**config.mk**
```make
export PLATFORM = sky130hd
export DESIGN_NAME = pidpi_cfg
export DESIGN_NICKNAME = d
export VERILOG_FILES = /design/src/sv/pidpi_pkg.sv /design/src/sv/pidpi_cfg.sv
export SDC_FILE = /design/constraint.sdc
export NUM_CORES = 1
export LEC_CHECK = 0
export ABC_AREA = 0
export BUFFER_PORTS_ARGS = -buffer_cell sky130_fd_sc_hd__buf_2
export CAP_MARGIN = 10
export CORE_ASPECT_RATIO = 2
export CORE_UTILIZATION = 45
export CTS_CLUSTER_DIAMETER = 80
export CTS_CLUSTER_SIZE = 24
export DETAILED_ROUTE_END_ITERATION = 8
export PLACE_DENSITY = 0.76
export RECOVER_POWER = 25
export SYNTH_ARGS = -nofsm -noshare
export SYNTH_HDL_FRONTEND = slang
export SYNTH_SLANG_ARGS = --single-unit
```
**constraint.sdc**
```tcl
create_clock -name clk -period 0.9 [get_ports clk]
set_input_delay 0.045 -clock clk [delete_from_list [all_inputs] [get_ports clk]]
set_output_delay 0.045 -clock clk [all_outputs]
set_load 0.005 [all_outputs]
```
**src/sv/pidpi_pkg.sv**
```systemverilog
// Shared constants for the positional/incremental PID unit.
`default_nettype none
package pidpi_pkg;

  localparam int GAIN_W    = 16;
  localparam int CFG_IDX_W = 3;

  localparam logic [CFG_IDX_W-1:0] REG_MODE     = 3'd0;
  localparam logic [CFG_IDX_W-1:0] REG_SETPOINT = 3'd1;
  localparam logic [CFG_IDX_W-1:0] REG_GAIN_P   = 3'd2;
  localparam logic [CFG_IDX_W-1:0] REG_GAIN_I   = 3'd3;
  localparam logic [CFG_IDX_W-1:0] REG_GAIN_D   = 3'd4;
  localparam logic [CFG_IDX_W-1:0] REG_LIMIT    = 3'd5;

  localparam logic CMD_STEP  = 1'b0;
  localparam logic CMD_CLEAR = 1'b1;

  localparam logic MODE_POS = 1'b0;
  localparam logic MODE_INC = 1'b1;

  // integral limit factor 0.8 as 819/1024
  localparam int ILIM_MUL   = 819;
  localparam int ILIM_MUL_W = 10;
  localparam int ILIM_SHIFT = 10;

endpackage
`default_nettype wire

```
**src/sv/pidpi_cfg.sv**
```systemverilog
// Configuration register file of the PID unit.
`default_nettype none
module pidpi_cfg #(
  parameter int DATA_WIDTH = 16,
  localparam int CfgW = (DATA_WIDTH > pidpi_pkg::GAIN_W) ? DATA_WIDTH : pidpi_pkg::GAIN_W
) (
  input  wire logic                                  clk,
  input  wire logic                                  rst_n,
  input  wire logic                                  cfg_we,
  input  wire logic [pidpi_pkg::CFG_IDX_W-1:0]       cfg_index,
  input  wire logic [CfgW-1:0]                       cfg_data,
  output logic                                       mode,
  output logic signed [DATA_WIDTH-1:0]               setpoint,
  output logic signed [pidpi_pkg::GAIN_W-1:0]        gain_p,
  output logic signed [pidpi_pkg::GAIN_W-1:0]        gain_i,
  output logic signed [pidpi_pkg::GAIN_W-1:0]        gain_d,
  output logic [DATA_WIDTH-2:0]                      drive_limit
);
  import pidpi_pkg::*;

  logic                         mode_r;
  logic signed [DATA_WIDTH-1:0] setpoint_r;
  logic signed [GAIN_W-1:0]     gain_p_r;
  logic signed [GAIN_W-1:0]     gain_i_r;
  logic signed [GAIN_W-1:0]     gain_d_r;
  logic [DATA_WIDTH-2:0]        limit_r;

  always_ff @(posedge clk) begin
    if (!rst_n) begin
      mode_r     <= MODE_POS;
      setpoint_r <= '0;
      gain_p_r   <= '0;
      gain_i_r   <= '0;
      gain_d_r   <= '0;
      limit_r    <= '1;
    end else if (cfg_we) begin
      unique case (cfg_index)
        REG_MODE:     mode_r     <= cfg_data[0];
        REG_SETPOINT: setpoint_r <= $signed(cfg_data[DATA_WIDTH-1:0]);
        REG_GAIN_P:   gain_p_r   <= $signed(cfg_data[GAIN_W-1:0]);
        REG_GAIN_I:   gain_i_r   <= $signed(cfg_data[GAIN_W-1:0]);
        REG_GAIN_D:   gain_d_r   <= $signed(cfg_data[GAIN_W-1:0]);
        REG_LIMIT:    limit_r    <= cfg_data[DATA_WIDTH-2:0];
        default: begin
        end
      endcase
    end
  end

  assign mode        = mode_r;
  assign setpoint    = setpoint_r;
  assign gain_p      = gain_p_r;
  assign gain_i      = gain_i_r;
  assign gain_d      = gain_d_r;
  assign drive_limit = limit_r;

endmodule
`default_nettype wire

```
# Word-level counts from Yosys, hierarchy flattened
# Cells that the tools add are included.
# op_classes
n_eq_ne	5
n_reduce_logical	7
# op_table
cell	n
AND reduction 2 bit	6
== test 3 x 2 -> 1 bit, second input constant	2
== test 3 bit, second input constant	2
== test 3 x 1 -> 1 bit, second input constant	1
zero test 3 bit	1
# totals
ff_bits	80
inputBits	22
wordCells	18
output_inout_bits	80

# Logic depth before layout (Yosys ltp)
# Gate-level depths: netlist of the first run.
# logic_depth
depth_word	2
mapped_depth	4
mapped_depth_nobuf	2

# Worst setup path after synthesis of the first run
# OpenSTA, ideal clock, no wires.
# synth_timing
kind	input port to flip-flop
from	input port cfg_index[2] (netlist bit)
to	register gain_p_r[10], in the netlist gain_p[10]
required_ps	828
setup_time_ps	72
path_buffers	2
path_stages	4
path_slack_ps	93
arrival_time_ps	736
path_cell_list	and4bb_1 > buf_6 > buf_12 > mux2i_1
# synth_between
elab_chain_cells	2
# synth_lines
element	line_no	text
start, declared	pidpi_cfg.sv:10	input wire logic [pidpi_pkg::CFG_IDX_W-1:0] cfg_index,
== test 3 x 2 -> 1 bit	pidpi_cfg.sv:37	unique case (cfg_index)
AND reduction 2 bit (no source line)	--	
end signal, assigned	pidpi_cfg.sv:40	REG_GAIN_P: gain_p_r <= $signed(cfg_data[GAIN_W-1:0]);
end, declared	pidpi_cfg.sv:23	logic signed [GAIN_W-1:0] gain_p_r;
# Every way passes these cells.
# A chain may end at the register's enable or synchronous reset.

# Worst setup path in the final report of the first run
# layout_timing
from	register limit_r[12], in the netlist drive_limit[12]
to	output port drive_limit[12]
# layout_lines
element	line_no	text
start, declared	pidpi_cfg.sv:26	logic [DATA_WIDTH-2:0] limit_r;
start signal, assigned	pidpi_cfg.sv:43	REG_LIMIT: limit_r <= cfg_data[DATA_WIDTH-2:0];
end, declared	pidpi_cfg.sv:17	output logic [DATA_WIDTH-2:0] drive_limit
# No word-level cell between the ends.

==> flow_summary.json, run 1 <==
{
  "outcome": "finished clean",
  "dpl.hpwl_mm": 5.11,
  "endpoint": "drive_limit[12]",
  "critical-path-top-delay-family": "flip-flops",
  "cap_violations": 0,
  "hold_class": "input pin to flip-flop",
  "fin_setup_tns_ns": 0,
  "avgSynthCellArea_um2": 10.4,
  "vdd_drop_max_mv": 1.04,
  "worstSetupStartpoint": "drive_limit[12]",
  "synthCells": 299,
  "grt_max_degree": 64,
  "seq_area_frac_synth_pct": 51.3,
  "cts_buffers": 9,
  "drv_slew": 0,
  "rrSetupSlack_ns": 0.27,
  "drc": 0,
  "cts_tree": "built",
  "drtPass1Iterations": 4,
  "clock_sinks": 80,
  "r2r_cells": 2,
  "h-tree-depth": 3,
  "synth.top_cell.area_share_pct": 51.3,
  "clock_latency_ns": 0.33,
  "grt_first_pass_wirelength_mm": 10.8,
  "period_needed_ns": 0.865,
  "placeableCoreArea_um2": 6670,
  "rsz0062_at_grt": "false",
  "postCtsSetupBuffers": 0,
  "wl_per_cell_um": 14.3,
  "clock_path_buffers": 2,
  "setup_violations": 0,
  "yosysTopAreaCell": "dfxtp_1",
  "min-delay-start": "cfg_data[6]",
  "area_growth_pct": 30.8,
  "finalHoldViolations": 0,
  "drtIter0Drc": 117,
  "clk_pin_slew_ns": 0.06,
  "die_w_um": 60.9,
  "cp_slowest_stage_delay_ns": 0.36,
  "root_buffer": "clkbuf_16",
  "grt.total_usage_pct": 20.9,
  "io_pins": 102,
  "syn_area_um2": 3120,
  "grt_pass1_vias": 2175,
  "critPathRequiredTime_ns": 0.85,
  "reg2reg_to": "drive_limit[9]",
  "crit_buf_inv": 1,
  "fp.dieArea_um2": 7290,
  "slew_headroom_pct": 71.9,
  "yosysWarnings": 0,
  "endpoint_kind": "primary output",
  "placed_area_um2": 3720,
  "fin_skew_ns": 0,
  "powerDensity_nw_per_um2": 2020,
  "p_leak_nw": 2.04,
  "postLayoutCellArea_um2": 4080,
  "max_freq_ghz": 1.16,
  "r2r_start": "drive_limit[9]",
  "critPathSlowestCell": "dfxtp_1",
  "syn-num-nets": 321,
  "crit_path_cell_trace": "buf_2",
  "fin_crit_sh_pct": 96.1,
  "worstHoldPathCells": 3,
  "place_congestion": 0.797,
  "grt_overflow": 0,
  "antenna_found_initial": 0,
  "cts_resized": 0,
  "critPathArrivalTime_ns": 0.82,
  "antenna_cells": 0,
  "critical_path_class": "flip-flop to primary output",
  "layout_common_cells": "buf_2, nand2_1, mux2i_1, dfxtp_1, nor2b_1",
  "synth_seq_cells": 80,
  "worst-path-stages": 1,
  "rows": 42,
  "cp_max_fo": 2,
  "antenna_left": 0,
  "wl_mm": 7.06,
  "port_buffers": 101,
  "cp-start-kind": "flip-flop",
  "via_per_inst": 4.87,
  "die_h_um": 120,
  "start_util_pct": 46.7,
  "tightest_slew_ns": 0.421,
  "synth_cell_types": 14,
  "ys_top_cells_by_area": "dfxtp_1, mux2i_1, nand2_1, nor2b_1, buf_6",
  "vias": 2410,
  "fin_nets": 424,
  "final_common_cell": "buf_2",
  "drive_gt1_share_pct": 30.2
}
[cells in the mapped netlist]
cell type / number
nand4bb_1: 2
mux2i_1: 80
buf_4: 3
clkbuf_1: 6
and4bb_1: 1
nor4b_1: 1
and4b_1: 1
buf_12: 1
nand2_1: 81
nor2b_1: 30
nand4b_1: 1
buf_2: 6
buf_6: 6
dfxtp_1: 80
[per-stage QoR]
step	cells	utilization, %	worst slack, ns	hold slack, ns	power, mW
2_1_floorplan	299	-	0.0928	0.211	4.03
3_3_place_gp	474	55.7	-0.00921	0.317	4.25
3_5_place_dp	474	55.7	-0.0665	0.326	4.26
4_1_cts	495	61.5	0.0169	0.00247	8.33
5_1_grt	495	61.2	0.00884	0.0133	8.54
6_report	495	61.2	0.0354	0.00830	8.24
[layer usage]
metal	vias to the layer above	part of all wire, %	track usage (%)
li1	1192	-	-
met1	1132	38	22.7
met2	74	55	35.9
met3	12	4.2	5.82
met4	0	2.2	9.23
met5	-	0	0
[final cells by class]
| class | instances | area, µm² |
|---|---|---|
| fillers | 605 | 2590 |
| flip-flops and latches | 80 | 1600 |
| multi-input cells | 197 | 1360 |
| repair buffers | 114 | 678 |
| clock buffers | 10 | 229 |
| well taps | 88 | 110 |
| clock inverters | 6 | 108 |
[state kept, by name, indices dropped and copies added (netlist names)]
name / flops
gain_i: 16
drive_limit: 15
mode: 1
setpoint: 16
gain_p: 16
gain_d: 16
[cell families after synthesis]
kind of cell,synth area share [%]
muxes,25.7
DFF,51.3
buffers and inverters,5.21
and+or+nand+nor,17.8
[where the power goes]
part	leakage (nW)	total [mW]	switching [mW]	internal [mW]
logic	1.23	0.519	0.278	0.241
clock network	0.162	4.06	1.36	2.70
registers	0.648	3.66	0.0408	3.62
[worst min-delay path by stage]
stage                      end  slack (ns)
6_report        drive_limit[6]       0.008
5_1_grt        drive_limit[10]        0.01
4_1_cts        drive_limit[10]       0.002
3_5_place_dp    drive_limit[7]        0.33
3_3_place_gp    drive_limit[7]        0.32
2_1_floorplan   drive_limit[0]        0.21
[timing repair]
item / 4_1_cts / 5_1_grt
hold buffers: 5 / 0
hold endpoints to repair: 5 / 0
setup endpoints to repair: 0 / 0
Note: power is estimated with default switching activity, not from simulation.
==> run 2, diff against run 1 <==
- CELL_PAD_IN_SITES_DETAIL_PLACEMENT: default -> 1
- CELL_PAD_IN_SITES_GLOBAL_PLACEMENT: default -> 2
- CORE_UTILIZATION: 45 -> 30
- PLACE_DENSITY: 0.76 -> 0.82
==> run 2 against run 1 <==
Against the previous run:
- largest power group is now sequential cells
- clock power fell by 13%
- die area rose by 49%
- clock-buffer cell count rose by 1
- sequential power barely moved
- combinational power rose by 3%
- sequential cell count did not move
- largest cell class unchanged
- global-route usage fell by 4.2 points
- core utilization fell by 21 points
==> flow_summary.json, run 2 (synthesis results as in run 1) <==
{
  "holdPathEnd": "drive_limit[1]",
  "placed_area_um2": 3780,
  "setup_ws_ns": 0.0238,
  "reg2reg_to": "gain_d[8]",
  "wl_mm": 8.39,
  "vdd_drop_max_mv": 1.09,
  "grt_max_degree": 59,
  "min-delay-start": "cfg_data[1]",
  "final_util_pct": 40.4,
  "hold_class": "input pin to flip-flop",
  "place_congestion": 0.741,
  "layout_common_cells": "buf_2, nand2_1, mux2i_1",
  "grt_first_pass_wirelength_mm": 13.3,
  "crit_path_cell_trace": "buf_2",
  "slew_headroom_pct": 70.9,
  "p_leak_nw": 2.02,
  "setup_violations": 0,
  "dp.cells": 524,
  "cts_buffers": 9,
  "fin_crit_sh_pct": 97.4,
  "h-tree-depth": 3,
  "finalHoldViolations": 0,
  "drc": 0,
  "cp_max_fo": 2,
  "port_buffers": 101,
  "fp.dieArea_um2": 10800,
  "io_pins": 102,
  "powerDensity_nw_per_um2": 1900,
  "clock_path_buffers": 2,
  "die_h_um": 146,
  "placeableCoreArea_um2": 10100,
  "drtIter0Drc": 91,
  "postLayoutCellArea_um2": 4080,
  "outcome": "finished clean",
  "postCtsSetupBuffers": 0,
  "worstHoldPathCells": 3,
  "area_growth_pct": 30.6,
  "grt.total_usage_pct": 16.7,
  "critPathArrivalTime_ns": 0.83,
  "cp_slowest_stage_delay_ns": 0.37,
  "crit_buf_inv": 1,
  "critPathRequiredTime_ns": 0.85,
  "start_util_pct": 30.9,
  "fin_skew_ns": 0,
  "dpl.hpwl_mm": 6.28,
  "critical_path_class": "flip-flop to primary output",
  "cap_violations": 0,
  "r2r_start": "gain_d[8]",
  "grt_pass1_vias": 2573,
  "root_buffer": "clkbuf_16",
  "clk_pin_slew_ns": 0.06,
  "placement.setup.worst_slack_ns": -0.0741,
  "drtPass1Iterations": 4,
  "rsz0062_at_grt": "false",
  "r2r_cells": 2,
  "drv_slew": 0,
  "finalNonFillerCells": 543,
  "clock_latency_ns": 0.33,
  "die_w_um": 74.1,
  "final_common_cell": "buf_2",
  "clock_sinks": 80,
  "rrSetupSlack_ns": 0.24,
  "vias": 2429,
  "cts_tree": "built",
  "grt_overflow": 0,
  "critical-path-top-delay-family": "flip-flops",
  "n_fill_cell": 1176,
  "critPathSlowestCell": "dfxtp_1",
  "via_per_inst": 4.47,
  "endpoint_kind": "primary output",
  "max_freq_ghz": 1.14,
  "period_needed_ns": 0.876,
  "hold_slack_ns": 0.00337,
  "rows": 52,
  "wl_per_cell_um": 15.4,
  "tightest_slew_ns": 0.436,
  "drive_gt1_share_pct": 31.1,
  "antenna_cells": 0,
  "antenna_left": 0,
  "antenna_found_initial": 0,
  "fin_nets": 426,
  "cp-start-kind": "flip-flop"
}
[run 2: cell types whose count changed in the layout (fill, tap and decap cells not counted), moves of 2 or more]
cell | previous run | this run
buf_12 | 5 | 3
buf_4 | 1 | 4
bufinv_16 | 3 | 1
clkbuf_2 | 1 | 3
clkbuf_4 | 0 | 2
dfxtp_1 | 80 | 78
dfxtp_2 | 0 | 2
[run 2: area by class of cell]
cell class / count / area, µm² / area share [%]
sequential: 80 / 1600 / 39.4
multi-input combinational: 197 / 1360 / 33.3
clock buffer: 11 / 243 / 5.96
tap: 135 / 169 / 4.14
clock inverter: 4 / 45.0 / 1.11
timing repair buffer: 116 / 659 / 16.2
[run 2: worst register-to-register path, stage by stage (launching register included)]
cell	delay (ns)
dfxtp_1	0.37
nand2_1	0.07
mux2i_1	0.14
[run 2: timing repair]
item                                    4_1_cts  5_1_grt
hold buffers                                  4        0
resized for setup                             0        2
endpoints found under the setup margin        0        2
hold endpoints to repair                      4        0
[run 2: power breakdown]
| part | total [mW] | switching (mW) | internal (mW) |
|---|---|---|---|
| Sequential | 3.67 | 0.0434 | 3.62 |
| Combinational | 0.534 | 0.291 | 0.242 |
| Clock | 3.54 | 1.34 | 2.19 |
| Total | 7.74 | 1.68 | 6.06 |
[run 2: layer usage]
metal  global-route usage, %  share of wire (%)  vias to the layer above
li1                        -                  -                     1194
met1                    16.9                 37                     1160
met2                    30.1                 55                       62
met3                    4.28                4.3                       13
met4                    8.08                2.8                        0
met5                       0                  0                        -
[run 2: how the worst max path moves through the flow]
stage | cells past startpoint | endpoint | startpoint | slack, ns
6_report | 1 | gain_d[8] | gain_d[8] | 0.02
5_1_grt | 1 | gain_p[7] | gain_p[7] | 0.001
4_1_cts | 1 | drive_limit[12] | drive_limit[12] | 0.0004
3_5_place_dp | 4 | gain_p[4] | cfg_index[2] | -0.07
3_3_place_gp | 4 | gain_d[0] | cfg_index[0] | -0.04
2_1_floorplan | 4 | gain_p[10] | cfg_index[2] | 0.09
[run 2: metrics by stage]
| stage | setup TNS [ns] | power (mW) |
|---|---|---|
| after global placement | -0.568 | 4.27 |
| final | 0 | 7.74 |
| after floorplan | 0 | 4.03 |
| after CTS | 0 | 7.86 |
| after detailed placement | -1.79 | 4.28 |
| after global routing | 0 | 8.07 |
==> run 3, diff against run 2 <==
- SETUP_SLACK_MARGIN: default -> 0.15
==> run 3 against run 2 <==
Against the previous run:
- core utilization up 4.0 points
- combinational power grew 13%
- total power increased by 3.1%
- final cell count grew 2.6%
- register-to-register slack got worse by 0.06 ns
- first-iteration DRC count down 33%
- highest routed layer unchanged
- critical endpoint is now gain_i[2]
- non-clock buffer count increased by 13
- global-route usage rose by 0.63 points
- worst hold slack better by 0.011 ns
- critical path depth did not move
- design area increased by 9.9%
- largest cell class unchanged
- sequential power hardly changed
==> flow_summary.json, run 3 (synthesis results as in run 1) <==
{
  "layout_common_cells": "nand2_1, mux2i_1, buf_2",
  "dpl.hpwl_mm": 6.44,
  "antenna_left": 0,
  "finalNonFillerCells": 557,
  "cts_buffers": 9,
  "seq_area_um2": 1670,
  "start_util_pct": 30.9,
  "io_pins": 102,
  "h-tree-depth": 3,
  "crit_buf_inv": 1,
  "rsz0062_at_grt": "true",
  "clk_pin_slew_ns": 0.06,
  "crit_path_cell_trace": "buf_2",
  "fin_skew_ns": 0,
  "drtIter0Drc": 61,
  "clock_sinks": 80,
  "setup_ws_ns": 0.0501,
  "worst-path-stages": 1,
  "die_w_um": 74.1,
  "tightest_slew_ns": 0.374,
  "r2r_cells": 3,
  "rows": 52,
  "wl_mm": 8.97,
  "hold_slack_ns": 0.0144,
  "slew_headroom_pct": 74.7,
  "vdd_drop_max_mv": 1.03,
  "critPathArrivalTime_ns": 0.80,
  "vias": 2506,
  "dp.cells": 523,
  "critical_path_class": "flip-flop to primary output",
  "worstHoldPathCells": 3,
  "fin_setup_tns_ns": 0,
  "wl_per_cell_um": 16.1,
  "outcome": "finished clean",
  "cp_max_fo": 2,
  "drc": 0,
  "cp_slowest_stage_delay_ns": 0.35,
  "fin_nets": 439,
  "antenna_found_initial": 0,
  "antenna_cells": 0,
  "setup_violations": 0,
  "critPathRequiredTime_ns": 0.85,
  "powerDensity_nw_per_um2": 1780,
  "hold_class": "input pin to flip-flop",
  "clock_latency_ns": 0.34,
  "placement.setup.worst_slack_ns": -0.0723,
  "grt_overflow": 0,
  "period_needed_ns": 0.850,
  "fp.dieArea_um2": 10800,
  "p_leak_nw": 2.15,
  "cap_violations": 0,
  "n_fill_cell": 1147,
  "place_congestion": 0.754,
  "placeableCoreArea_um2": 10100,
  "cts_tree": "built",
  "grt_pass1_vias": 2557,
  "grt_first_pass_wirelength_mm": 13.5,
  "fin_crit_sh_pct": 94.4,
  "grt.total_usage_pct": 17.3,
  "drive_gt1_share_pct": 45.7,
  "critical-path-top-delay-family": "flip-flops",
  "max_freq_ghz": 1.18,
  "area_growth_pct": 43.5,
  "cp-start-kind": "flip-flop",
  "die_h_um": 146,
  "multiInputGateArea_um2": 1360,
  "port_buffers": 101,
  "drv_slew": 0,
  "finalHoldViolations": 0,
  "endpoint_kind": "primary output",
  "grt_max_degree": 46,
  "clock_path_buffers": 2,
  "via_per_inst": 4.50,
  "root_buffer": "clkbuf_16",
  "critPathSlowestCell": "dfxtp_1",
  "drtPass1Iterations": 4
}
[run 3: cell types whose count changed in the layout (fill, tap and decap cells not counted), moves of 3 or more]
cell,before,now
clkbuf_2,3,0
buf_6,0,33
dfxtp_2,2,53
buf_2,99,68
buf_4,4,15
dfxtp_1,78,27
[run 3: per-stage QoR]
step	utilization [%]	area (µm²)	total power [mW]
final	44.4	4480	7.97
after floorplan	-	3130	4.03
after global routing	44.4	4480	8.26
after global placement	37.6	3800	4.28
after detailed placement	37.6	3800	4.29
after CTS	43.7	4400	8.03
[run 3: area by class of cell]
class,count,share of cell area [%]
repair buffers,129,21.9
well taps,135,3.77
multi-input cells,197,30.4
flip-flops and latches,80,37.3
clock buffers,11,5.42
clock inverters,5,1.26
[run 3: power breakdown]
group	internal [mW]	total, mW	switching, mW
Sequential	3.63	3.68	0.0508
Combinational	0.299	0.601	0.302
Clock	2.22	3.69	1.47
Total	6.15	7.97	1.83
[run 3: worst paths after layout]
kind,startpoint,to,slack (ns)
setup / recovery,gain_i[2],gain_i[2],0.05
hold / removal,cfg_data[6],drive_limit[6],0.01
setup reg to reg,drive_limit[13],drive_limit[13],0.18
hold reg to reg,setpoint[11],setpoint[11],0.46
[run 3: tightest hold or removal path, stage by stage]
cell,delay [ns]
buf_2,0.10
nor2b_1,0.04
mux2i_1,0.12
[run 3: routing by layer]
layer	global-route usage, %	vias to the layer above	wire, µm
li1	-	1218	-
met1	16.6	1209	3180
met2	32.9	65	5270
met3	4.07	14	316
met4	7.31	0	210
met5	0	-	0
[run 3: repair_timing]
action                     in CTS  in global routing
hold buffers                    5                  0
hold endpoints to repair        5                  0
setup endpoints to repair      80                 86
setup buffers                   8                  5
resized for setup              95                 20
